File: config.mk
export PLATFORM = sky130hd
export DESIGN_NAME = pid_controller_antiwindup_core
export DESIGN_NICKNAME = d
export VERILOG_FILES = /design/src/rtl/pidaw_pkg.sv /design/src/rtl/pidaw_datapath.sv /design/src/rtl/pidaw_ctrl.sv /design/src/rtl/pid_controller_antiwindup_core.sv
export VERILOG_INCLUDE_DIRS = /design/src /design/src/rtl
export SDC_FILE = /design/constraint.sdc
export NUM_CORES = 2
export LEC_CHECK = 0
export BUFFER_PORTS_ARGS = -buffer_cell sky130_fd_sc_hd__clkbuf_2
export CAP_MARGIN = 30
export CORE_UTILIZATION = 60
export CTS_CLUSTER_SIZE = 14
export DETAILED_ROUTE_END_ITERATION = 7
export PLACE_DENSITY = 0.73
export SETUP_SLACK_MARGIN = 0.15
export SKIP_LAST_GASP = 1
export SYNTH_ARGS = -nofsm -noshare
export SYNTH_HDL_FRONTEND = slang
export SYNTH_SLANG_ARGS = --single-unit
File: constraint.sdc
create_clock -name clk -period 21.4 [get_ports clk]
set_clock_uncertainty 0.1 [all_clocks]
set_input_delay 1.07 -clock clk [delete_from_list [all_inputs] [get_ports clk]]
set_output_delay 1.07 -clock clk [all_outputs]
set_load 0.005 [all_outputs]
File: src/rtl/pid_controller_antiwindup_core_assert.svh
// ------------------------------------------------------------------------------------------
// PID controller assertion macros
// Concurrent check macros, included by the core top level, the one file that asserts.
// ------------------------------------------------------------------------------------------
`ifndef PID_CONTROLLER_ANTIWINDUP_CORE_ASSERT_SVH
`define PID_CONTROLLER_ANTIWINDUP_CORE_ASSERT_SVH

// same-cycle implication
`define PIDAW_ASSERT_IMPL(label, clk, rst_n, ante, cons) \
	label: assert property (@(posedge clk) disable iff (!rst_n) (ante) |-> (cons)) \
		else $error("same-cycle implication check failed");

// next-cycle implication
`define PIDAW_ASSERT_NEXT(label, clk, rst_n, ante, cons) \
	label: assert property (@(posedge clk) disable iff (!rst_n) (ante) |=> (cons)) \
		else $error("next-cycle implication check failed");

`endif

File: src/rtl/pidaw_pkg.sv
// ------------------------------------------------------------------------------------------
// PID controller package
// Payload types, request and status codes, register indexes and datapath commands.
// ------------------------------------------------------------------------------------------
package pidaw_pkg;

	localparam int CFG_IDX_W = 3;

	localparam logic [1:0] REQ_COMPUTE  = 2'd0;
	localparam logic [1:0] REQ_CLR_INT  = 2'd1;
	localparam logic [1:0] REQ_LOOP_ON  = 2'd2;
	localparam logic [1:0] REQ_LOOP_OFF = 2'd3;

	localparam logic [1:0] ST_OK        = 2'd0;
	localparam logic [1:0] ST_OFF       = 2'd1;
	localparam logic [1:0] ST_UNCHANGED = 2'd2;

	localparam logic [CFG_IDX_W-1:0] CFG_GAIN_P    = 3'd0;
	localparam logic [CFG_IDX_W-1:0] CFG_GAIN_I    = 3'd1;
	localparam logic [CFG_IDX_W-1:0] CFG_GAIN_D    = 3'd2;
	localparam logic [CFG_IDX_W-1:0] CFG_DRIVE_MIN = 3'd3;
	localparam logic [CFG_IDX_W-1:0] CFG_DRIVE_MAX = 3'd4;
	localparam logic [CFG_IDX_W-1:0] CFG_PERIOD_MS = 3'd5;

	localparam logic [31:0]        GAIN_P_RST    = 32'd65536;
	localparam logic signed [31:0] DRIVE_MIN_RST = 32'sh8000_0000;
	localparam logic signed [31:0] DRIVE_MAX_RST = 32'sh7fff_ffff;
	localparam logic [15:0]        PERIOD_RST    = 16'd100;

	typedef struct packed {
		logic [1:0]         req_type;
		logic [31:0]        now_ms;
		logic signed [31:0] measured;
		logic signed [31:0] target;
	} pid_in_t;

	typedef struct packed {
		logic signed [31:0] drive;
		logic [1:0]         status;
	} pid_out_t;

	typedef enum logic [3:0] {
		CMD_IDLE,
		CMD_CLR_INT,
		CMD_LOOP_OFF,
		CMD_MUL_P,
		CMD_FIX_P,
		CMD_MUL_I,
		CMD_FIX_I,
		CMD_MUL_D,
		CMD_FIX_D,
		CMD_COMMIT,
		CMD_LOOP_ON
	} cmd_op_t;

	typedef struct packed {
		logic    load;
		cmd_op_t op;
	} pidaw_cmd_t;

	typedef struct packed {
		logic [1:0] req_type;
		logic       loop_on;
		logic       too_early;
	} pidaw_stat_t;

endpackage

File: src/rtl/pidaw_datapath.sv
// ------------------------------------------------------------------------------------------
// PID controller datapath
// Configuration registers, loop state and one shared 32x32 multiplier with Q16.16 rescale.
// ------------------------------------------------------------------------------------------
module pidaw_datapath (
	input  logic                              clk,
	input  logic                              arst_n,
	input  logic                              cfg_valid,
	input  logic [pidaw_pkg::CFG_IDX_W-1:0]   cfg_index,
	input  logic [31:0]                       cfg_data,
	input  pidaw_pkg::pid_in_t                in_data,
	input  pidaw_pkg::pidaw_cmd_t             cmd,
	output pidaw_pkg::pidaw_stat_t            stat,
	output logic signed [31:0]                held_drive
);
	import pidaw_pkg::*;

	function automatic logic signed [31:0] sat33(input logic signed [32:0] v);
		logic signed [31:0] r;
		if (v[32] != v[31]) begin
			r = v[32] ? 32'sh8000_0000 : 32'sh7fff_ffff;
		end else begin
			r = v[31:0];
		end
		return r;
	endfunction

	function automatic logic [31:0] abs32(input logic signed [31:0] x);
		logic [31:0] r;
		r = x[31] ? (~x + 32'd1) : x;
		return r;
	endfunction

	function automatic logic signed [31:0] fix_prod(input logic [63:0] prod, input logic neg);
		logic [47:0]        q;
		logic signed [31:0] r;
		q = prod[63:16];
		if (neg) begin
			if (q[47:32] != '0 || (q[31] && q[30:0] != '0)) begin
				r = 32'sh8000_0000;
			end else begin
				r = -$signed(q[31:0]);
			end
		end else begin
			if (q[47:31] != '0) begin
				r = 32'sh7fff_ffff;
			end else begin
				r = $signed(q[31:0]);
			end
		end
		return r;
	endfunction

	logic [31:0]        gain_p_q, gain_i_q, gain_d_q;
	logic signed [31:0] drive_min_q, drive_max_q;
	logic [15:0]        period_q;

	logic               loop_on_q;
	logic signed [31:0] integral_q, prev_p_q, held_q;
	logic [31:0]        last_q;

	logic [1:0]         req_q;
	logic [31:0]        now_q;
	logic signed [31:0] err_q, p_q, inc_q, diff_q, d_q, isum_q;
	logic [63:0]        product_q;
	logic               neg_q;

	logic [31:0]        mul_a, mul_b, elapsed;
	logic               mul_neg;
	logic signed [32:0] in_diff, pd_diff, isum_raw, isum_back, min33, max33;
	logic signed [31:0] isum_clamped, fixed, drive_new, integral_new;
	logic signed [33:0] drv_sum, min34, max34;
	logic               clamped;

	assign in_diff = {in_data.target[31], in_data.target}
		- {in_data.measured[31], in_data.measured};
	assign pd_diff = {p_q[31], p_q} - {prev_p_q[31], prev_p_q};
	assign fixed   = fix_prod(product_q, neg_q);
	assign elapsed = now_q - last_q;

	always_comb begin
		case (cmd.op)
			CMD_MUL_I: begin
				mul_a   = gain_i_q;
				mul_b   = abs32(p_q);
				mul_neg = p_q[31];
			end
			CMD_MUL_D: begin
				mul_a   = gain_d_q;
				mul_b   = abs32(diff_q);
				mul_neg = diff_q[31];
			end
			default: begin
				mul_a   = gain_p_q;
				mul_b   = abs32(err_q);
				mul_neg = err_q[31];
			end
		endcase
	end

	always_comb begin
		min33    = {drive_min_q[31], drive_min_q};
		max33    = {drive_max_q[31], drive_max_q};
		isum_raw = {integral_q[31], integral_q} + {inc_q[31], inc_q};
		if (isum_raw > max33) begin
			isum_clamped = drive_max_q;
		end else if (isum_raw < min33) begin
			isum_clamped = drive_min_q;
		end else begin
			isum_clamped = isum_raw[31:0];
		end
	end

	always_comb begin
		min34   = {{2{drive_min_q[31]}}, drive_min_q};
		max34   = {{2{drive_max_q[31]}}, drive_max_q};
		drv_sum = {{2{p_q[31]}}, p_q} + {{2{isum_q[31]}}, isum_q} + {{2{d_q[31]}}, d_q};
		clamped = 1'b1;
		if (drv_sum > max34) begin
			drive_new = drive_max_q;
		end else if (drv_sum < min34) begin
			drive_new = drive_min_q;
		end else begin
			drive_new = drv_sum[31:0];
			clamped   = 1'b0;
		end
		isum_back    = {isum_q[31], isum_q} - {inc_q[31], inc_q};
		integral_new = clamped ? sat33(isum_back) : isum_q;
	end

	always_ff @(posedge clk or negedge arst_n) begin
		if (!arst_n) begin
			gain_p_q    <= GAIN_P_RST;
			gain_i_q    <= '0;
			gain_d_q    <= '0;
			drive_min_q <= DRIVE_MIN_RST;
			drive_max_q <= DRIVE_MAX_RST;
			period_q    <= PERIOD_RST;
			loop_on_q   <= 1'b0;
			integral_q  <= '0;
			prev_p_q    <= '0;
			held_q      <= '0;
			last_q      <= '0;
		end else begin
			if (cfg_valid) begin
				unique case (cfg_index)
					CFG_GAIN_P:    gain_p_q    <= cfg_data;
					CFG_GAIN_I:    gain_i_q    <= cfg_data;
					CFG_GAIN_D:    gain_d_q    <= cfg_data;
					CFG_DRIVE_MIN: drive_min_q <= $signed(cfg_data);
					CFG_DRIVE_MAX: drive_max_q <= $signed(cfg_data);
					CFG_PERIOD_MS: period_q    <= cfg_data[15:0];
					default: ;
				endcase
			end
			case (cmd.op)
				CMD_CLR_INT:  integral_q <= '0;
				CMD_LOOP_OFF: loop_on_q  <= 1'b0;
				CMD_LOOP_ON: begin
					integral_q <= '0;
					prev_p_q   <= p_q;
					last_q     <= now_q;
					loop_on_q  <= 1'b1;
				end
				CMD_COMMIT: begin
					integral_q <= integral_new;
					held_q     <= drive_new;
					prev_p_q   <= p_q;
					last_q     <= now_q;
				end
				default: ;
			endcase
		end
	end

	always_ff @(posedge clk) begin
		if (cmd.load) begin
			req_q <= in_data.req_type;
			now_q <= in_data.now_ms;
			err_q <= sat33(in_diff);
		end
		case (cmd.op) inside
			CMD_MUL_P, CMD_MUL_I, CMD_MUL_D: begin
				product_q <= mul_a * mul_b;
				neg_q     <= mul_neg;
			end
			default: ;
		endcase
		case (cmd.op)
			CMD_FIX_P: p_q    <= fixed;
			CMD_MUL_I: diff_q <= sat33(pd_diff);
			CMD_FIX_I: inc_q  <= fixed;
			CMD_MUL_D: isum_q <= isum_clamped;
			CMD_FIX_D: d_q    <= fixed;
			default: ;
		endcase
	end

	assign stat.req_type  = req_q;
	assign stat.loop_on   = loop_on_q;
	assign stat.too_early = (elapsed < {16'd0, period_q});
	assign held_drive     = held_q;

endmodule

File: src/rtl/pidaw_ctrl.sv
// ------------------------------------------------------------------------------------------
// PID controller sequencer
// Decodes each request and steps the datapath through the multiply and commit sequence.
// ------------------------------------------------------------------------------------------
module pidaw_ctrl (
	input  logic                   clk,
	input  logic                   arst_n,
	input  logic                   in_valid,
	output logic                   in_ready,
	input  logic                   out_free,
	input  pidaw_pkg::pidaw_stat_t stat,
	output pidaw_pkg::pidaw_cmd_t  cmd,
	output logic                   done,
	output logic [1:0]             done_status
);
	import pidaw_pkg::*;

	typedef enum logic [3:0] {
		S_IDLE,
		S_DECIDE,
		S_MUL_P,
		S_FIX_P,
		S_MUL_I,
		S_FIX_I,
		S_MUL_D,
		S_FIX_D,
		S_COMMIT,
		S_LOOP_ON,
		S_FINISH
	} state_t;

	state_t     state_q;
	logic [1:0] status_q;

	always_ff @(posedge clk or negedge arst_n) begin
		if (!arst_n) begin
			state_q  <= S_IDLE;
			status_q <= ST_OK;
		end else begin
			unique case (state_q)
				S_IDLE: begin
					if (in_valid) state_q <= S_DECIDE;
				end
				S_DECIDE: begin
					status_q <= ST_OK;
					state_q  <= S_FINISH;
					unique case (stat.req_type)
						REQ_COMPUTE: begin
							if (!stat.loop_on) begin
								status_q <= ST_OFF;
							end else if (stat.too_early) begin
								status_q <= ST_UNCHANGED;
							end else begin
								state_q <= S_MUL_P;
							end
						end
						REQ_LOOP_ON: begin
							if (stat.loop_on) status_q <= ST_UNCHANGED;
							else state_q <= S_MUL_P;
						end
						REQ_LOOP_OFF: begin
							if (!stat.loop_on) status_q <= ST_UNCHANGED;
						end
						default: ;
					endcase
				end
				S_MUL_P:   state_q <= S_FIX_P;
				S_FIX_P:   state_q <= (stat.req_type == REQ_LOOP_ON) ? S_LOOP_ON : S_MUL_I;
				S_MUL_I:   state_q <= S_FIX_I;
				S_FIX_I:   state_q <= S_MUL_D;
				S_MUL_D:   state_q <= S_FIX_D;
				S_FIX_D:   state_q <= S_COMMIT;
				S_COMMIT:  state_q <= S_FINISH;
				S_LOOP_ON: state_q <= S_FINISH;
				S_FINISH: begin
					if (out_free) state_q <= S_IDLE;
				end
				default: state_q <= S_IDLE;
			endcase
		end
	end

	always_comb begin
		cmd.load = in_valid && (state_q == S_IDLE);
		cmd.op   = CMD_IDLE;
		case (state_q)
			S_DECIDE: begin
				if (stat.req_type == REQ_CLR_INT) begin
					cmd.op = CMD_CLR_INT;
				end else if (stat.req_type == REQ_LOOP_OFF && stat.loop_on) begin
					cmd.op = CMD_LOOP_OFF;
				end
			end
			S_MUL_P:   cmd.op = CMD_MUL_P;
			S_FIX_P:   cmd.op = CMD_FIX_P;
			S_MUL_I:   cmd.op = CMD_MUL_I;
			S_FIX_I:   cmd.op = CMD_FIX_I;
			S_MUL_D:   cmd.op = CMD_MUL_D;
			S_FIX_D:   cmd.op = CMD_FIX_D;
			S_COMMIT:  cmd.op = CMD_COMMIT;
			S_LOOP_ON: cmd.op = CMD_LOOP_ON;
			default: ;
		endcase
	end

	assign in_ready    = (state_q == S_IDLE);
	assign done        = (state_q == S_FINISH) && out_free;
	assign done_status = status_q;

endmodule

File: src/rtl/pid_controller_antiwindup_core.sv
// ------------------------------------------------------------------------------------------
// PID controller with anti-windup
// Q16.16 PID regulator: sequencer, datapath and an output register.
// ------------------------------------------------------------------------------------------
// A compute request that updates the drive steps P, the integral increment and D one after
// another through the single shared 32x32 multiplier, each as a multiply then a rescale
// step, followed by a commit, before the result is offered. A mode-on request runs only
// one multiply and rescale, for the previous P; every other request is settled without the
// multiplier. The next request is taken once the result sits in the output register, even
// while that result still waits for a transfer.
module pid_controller_antiwindup_core (
	input  logic                            clk,
	input  logic                            arst_n,
	input  logic                            cfg_valid,
	output logic                            cfg_ready,
	input  logic [pidaw_pkg::CFG_IDX_W-1:0] cfg_index,
	input  logic [31:0]                     cfg_data,
	input  logic                            in_valid,
	output logic                            in_ready,
	input  pidaw_pkg::pid_in_t              in_data,
	output logic                            out_valid,
	input  logic                            out_ready,
	output pidaw_pkg::pid_out_t             out_data
);
	import pidaw_pkg::*;

	pidaw_cmd_t         cmd;
	pidaw_stat_t        stat;
	logic               done;
	logic [1:0]         done_status;
	logic               out_free;
	logic signed [31:0] held_drive;
	logic               out_valid_q;
	pid_out_t           out_q;

	assign cfg_ready = 1'b1;
	assign out_free  = !out_valid_q || out_ready;

	pidaw_ctrl u_ctrl (
		.clk         (clk),
		.arst_n      (arst_n),
		.in_valid    (in_valid),
		.in_ready    (in_ready),
		.out_free    (out_free),
		.stat        (stat),
		.cmd         (cmd),
		.done        (done),
		.done_status (done_status)
	);

	pidaw_datapath u_datapath (
		.clk        (clk),
		.arst_n     (arst_n),
		.cfg_valid  (cfg_valid),
		.cfg_index  (cfg_index),
		.cfg_data   (cfg_data),
		.in_data    (in_data),
		.cmd        (cmd),
		.stat       (stat),
		.held_drive (held_drive)
	);

	always_ff @(posedge clk or negedge arst_n) begin
		if (!arst_n) begin
			out_valid_q <= 1'b0;
		end else if (done) begin
			out_valid_q <= 1'b1;
		end else if (out_ready) begin
			out_valid_q <= 1'b0;
		end
	end

	always_ff @(posedge clk) begin
		if (done) begin
			out_q.drive  <= held_drive;
			out_q.status <= done_status;
		end
	end

	assign out_valid = out_valid_q;
	assign out_data  = out_q;

`include "pid_controller_antiwindup_core_assert.svh"

	`PIDAW_ASSERT_IMPL(a_done_slot_free, clk, arst_n, done, out_free)
	`PIDAW_ASSERT_NEXT(a_busy_after_accept, clk, arst_n, in_valid && in_ready, !in_ready)
	`PIDAW_ASSERT_IMPL(a_no_update_holds, clk, arst_n, done && done_status != ST_OK, $stable(held_drive))

endmodule
==> flow_metrics.env <==
export IMPL_worstSetupStartpoint="u_ctrl.state_q[1]"
export IMPL_post_route_period_util=0.574
export IMPL_rr_worst_depth=30
export IMPL_grt_max_degree=144
export IMPL_hold_violations=0
export IMPL_synthArstFlopShare=0.502
export IMPL_crit_fanout=37
export IMPL_cts_tree="built"
export IMPL_cp_required_ps=21730
export IMPL_synth_edff_count=309
export IMPL_postCtsSetupRepairBufs=0
export IMPL_portBuffers=173
export IMPL_die_area_um2=122000
export IMPL_drtPass1Iterations=8
export IMPL_ctsHoldBuffers=0
export IMPL_synth_top_area_cell="fa_1"
export IMPL_synthDistinctLibCells=86
export IMPL_finalSetupViolations=0
export IMPL_die_x_um=350
export IMPL_arrival_ps=12620
export IMPL_drive_gt1_frac=0.0916
export IMPL_num_rows=127
export IMPL_ioPinCount=175
export IMPL_drv_slew=0
export IMPL_grt_first_pass_wirelength_mm=353
export IMPL_min_period_ps=12290
export IMPL_worstMarginPinSlew_ps=1040
export IMPL_yosysTopAreaCellShare=0.249
export IMPL_cp_start_kind="flop"
export IMPL_fillerInstances=9870
export IMPL_gp_congestion=0.994
export IMPL_antenna_found_initial=9
export IMPL_cts_resized=0
export IMPL_clk_latency_ps=680
export IMPL_ys_ff_latch=621
export IMPL_crit_type="reg2reg"
export IMPL_num_vias=58500
export IMPL_synth_flop_cell="edfxtp_1"
export IMPL_end_kind="flop"
export IMPL_status="finished, final reports clean"
export IMPL_seq_area_frac_synth=0.236
export IMPL_max_cap_violations=0
export IMPL_fmax_ghz=0.0814
export IMPL_syn_nets=9471
export IMPL_via_per_inst=6.13
export IMPL_drc=0
export IMPL_cts_num_sinks=621
export IMPL_cts_root_buf="clkbuf_16"
export IMPL_hp_class="in2async"
export IMPL_grt_pass1_vias=60100
export IMPL_wirelength_mm=232
export IMPL_reg2reg_to="u_datapath.product_q[44]"
export IMPL_dp_hpwl_mm=178
export IMPL_ys_warn_count=0
export IMPL_grt_usage=0.386
export IMPL_fin_setup_tns_ps=0
export IMPL_nets=9551
export IMPL_synth_common_cells="inv_1, fa_1, nor2_1, nand2_1, ha_1"
export IMPL_synthCells=7796
export IMPL_yosys_top_cells_area="fa_1, edfxtp_1, ha_1"
export IMPL_synth_area_um2=72500
export IMPL_ff2ff_setup_slack_ps=9110
export IMPL_htree_levels=3
export IMPL_area_growth_syn_to_layout_pct=7.87
export IMPL_wl_per_cell_um=24.2
export IMPL_start_util=0.605
export IMPL_critPathSlowestCell="or4b_1"
export IMPL_grt_ovfl_total=0
export IMPL_maxSlewHeadroom=0.304
export IMPL_synth_avg_cell_area_um2=9.30
export IMPL_cts_path_max_buffers=3
export IMPL_core_area_um2=120000
export IMPL_first_iter_violations=5348
export IMPL_dp_slack_ps=9330
export IMPL_fin_ws_ps=9110
export IMPL_ant_nets=0
export IMPL_cp_common_cell="fa_1"
export IMPL_synthMostInstantiatedCell="inv_1"
export IMPL_r2r_start="u_ctrl.state_q[1]"
export IMPL_rsz0062_at_grt="no"
export IMPL_crit_path_max_incr_delay_ps=1000
export IMPL_chipHeight_um=350
export IMPL_path_clk_slew_ps=60
export IMPL_cts_buffers=71
==> flip-flops by register name, indices dropped and copies added (netlist names), 2 cells and up <==
register,cells
u_datapath.drive_max_q,32
u_datapath.integral_q,32
u_datapath.p_q,32
u_datapath.product_q,48
u_ctrl.state_q,4
u_datapath.held_drive,32
u_datapath.d_q,32
u_datapath.now_q,32
u_datapath.isum_q,32
u_ctrl.done_status,2
u_datapath.gain_d_q,32
u_datapath.inc_q,32
u_datapath.last_q,32
u_datapath.req_q,2
u_datapath.period_q,16
out_data,34
u_datapath.prev_p_q,32
u_datapath.diff_q,32
u_datapath.gain_p_q,32
u_datapath.err_q,32
u_datapath.gain_i_q,32
u_datapath.drive_min_q,32
==> metrics by stage <==
stage	instances	hold WS, ps	instance area [um^2]	utilization
2_1_floorplan	7796	320	72500	-
3_3_place_gp	9402	329	75500	0.631
3_5_place_dp	9408	334	75600	0.631
4_1_cts	9538	346	78100	0.652
5_1_grt	9545	368	78200	0.653
6_report	9553	322	78200	0.653
==> layout by cell type (no fill, tap or decap), types with 40 or more instances in the layout <==
cell type,count
a21o_1,193
a21oi_1,363
buf_4,148
clkbuf_16,73
clkbuf_2,173
dfrtp_1,276
edfxtp_1,309
fa_1,902
ha_1,635
inv_1,1195
mux2_2,157
mux2i_1,65
nand2_1,792
nand2b_1,111
nand3_1,66
nand4_1,45
nor2_1,805
nor2b_1,53
nor3_1,50
o21a_1,84
o21ai_0,354
o22ai_1,41
o31ai_1,40
xnor2_1,178
xor2_1,145
==> layout make-up <==
| cell class | count | area [um^2] | share of cell area |
|---|---|---|---|
| clock inverter | 38 | 487 | 0.00622 |
| clock buffer | 92 | 1970 | 0.0252 |
| antenna | 8 | 20.0 | 0.000256 |
| multi-input combinational | 5656 | 49900 | 0.639 |
| tap | 1612 | 2020 | 0.0258 |
| timing repair buffer | 330 | 2150 | 0.0275 |
| sequential | 621 | 17100 | 0.219 |
| inverter | 1196 | 4490 | 0.0574 |
==> logic make-up after synthesis <==
kind of cell / Yosys count / synth area share
buf+inv: 1519 / 0.0789
simple gates: 2106 / 0.126
other cells: 1 / 0.0000517
mux: 224 / 0.0336
xor+xnor: 323 / 0.0390
flops: 621 / 0.236
compound gates: 1452 / 0.125
fa+ha+maj: 1550 / 0.360
==> how the worst max path moves through the flow <==
stage                     depth (start not counted)  slack, ps                        to
final                                            30       9110  u_datapath.product_q[44]
after global routing                             31       8690  u_datapath.product_q[44]
after CTS                                        31       9300  u_datapath.product_q[44]
after detailed placement                         30       9330  u_datapath.product_q[58]
after global placement                           30       9430  u_datapath.product_q[44]
after floorplan                                  36      10950  u_datapath.product_q[56]
==> routing by layer <==
layer,global-route usage,wire (um)
met1,0.468,85200
met2,0.614,106000
met3,0.0898,22500
met4,0.263,18100
met5,0,0
==> worst max-delay path, delay by kind of cell, from the launching register on <==
| kind | cells | cell delay (ps) |
|---|---|---|
| AOI/OAI and AO/OA | 9 | 3280 |
| buffers and inverters | 6 | 1840 |
| and+or+nand+nor | 5 | 1860 |
| adders and majority gates | 9 | 4080 |
| DFF | 1 | 730 |
| xor gates and xnor gates | 1 | 80 |
Power is left out: the tool's default activity adds up to more than one toggle a clock period on the data nets, which glitch-free logic cannot reach.
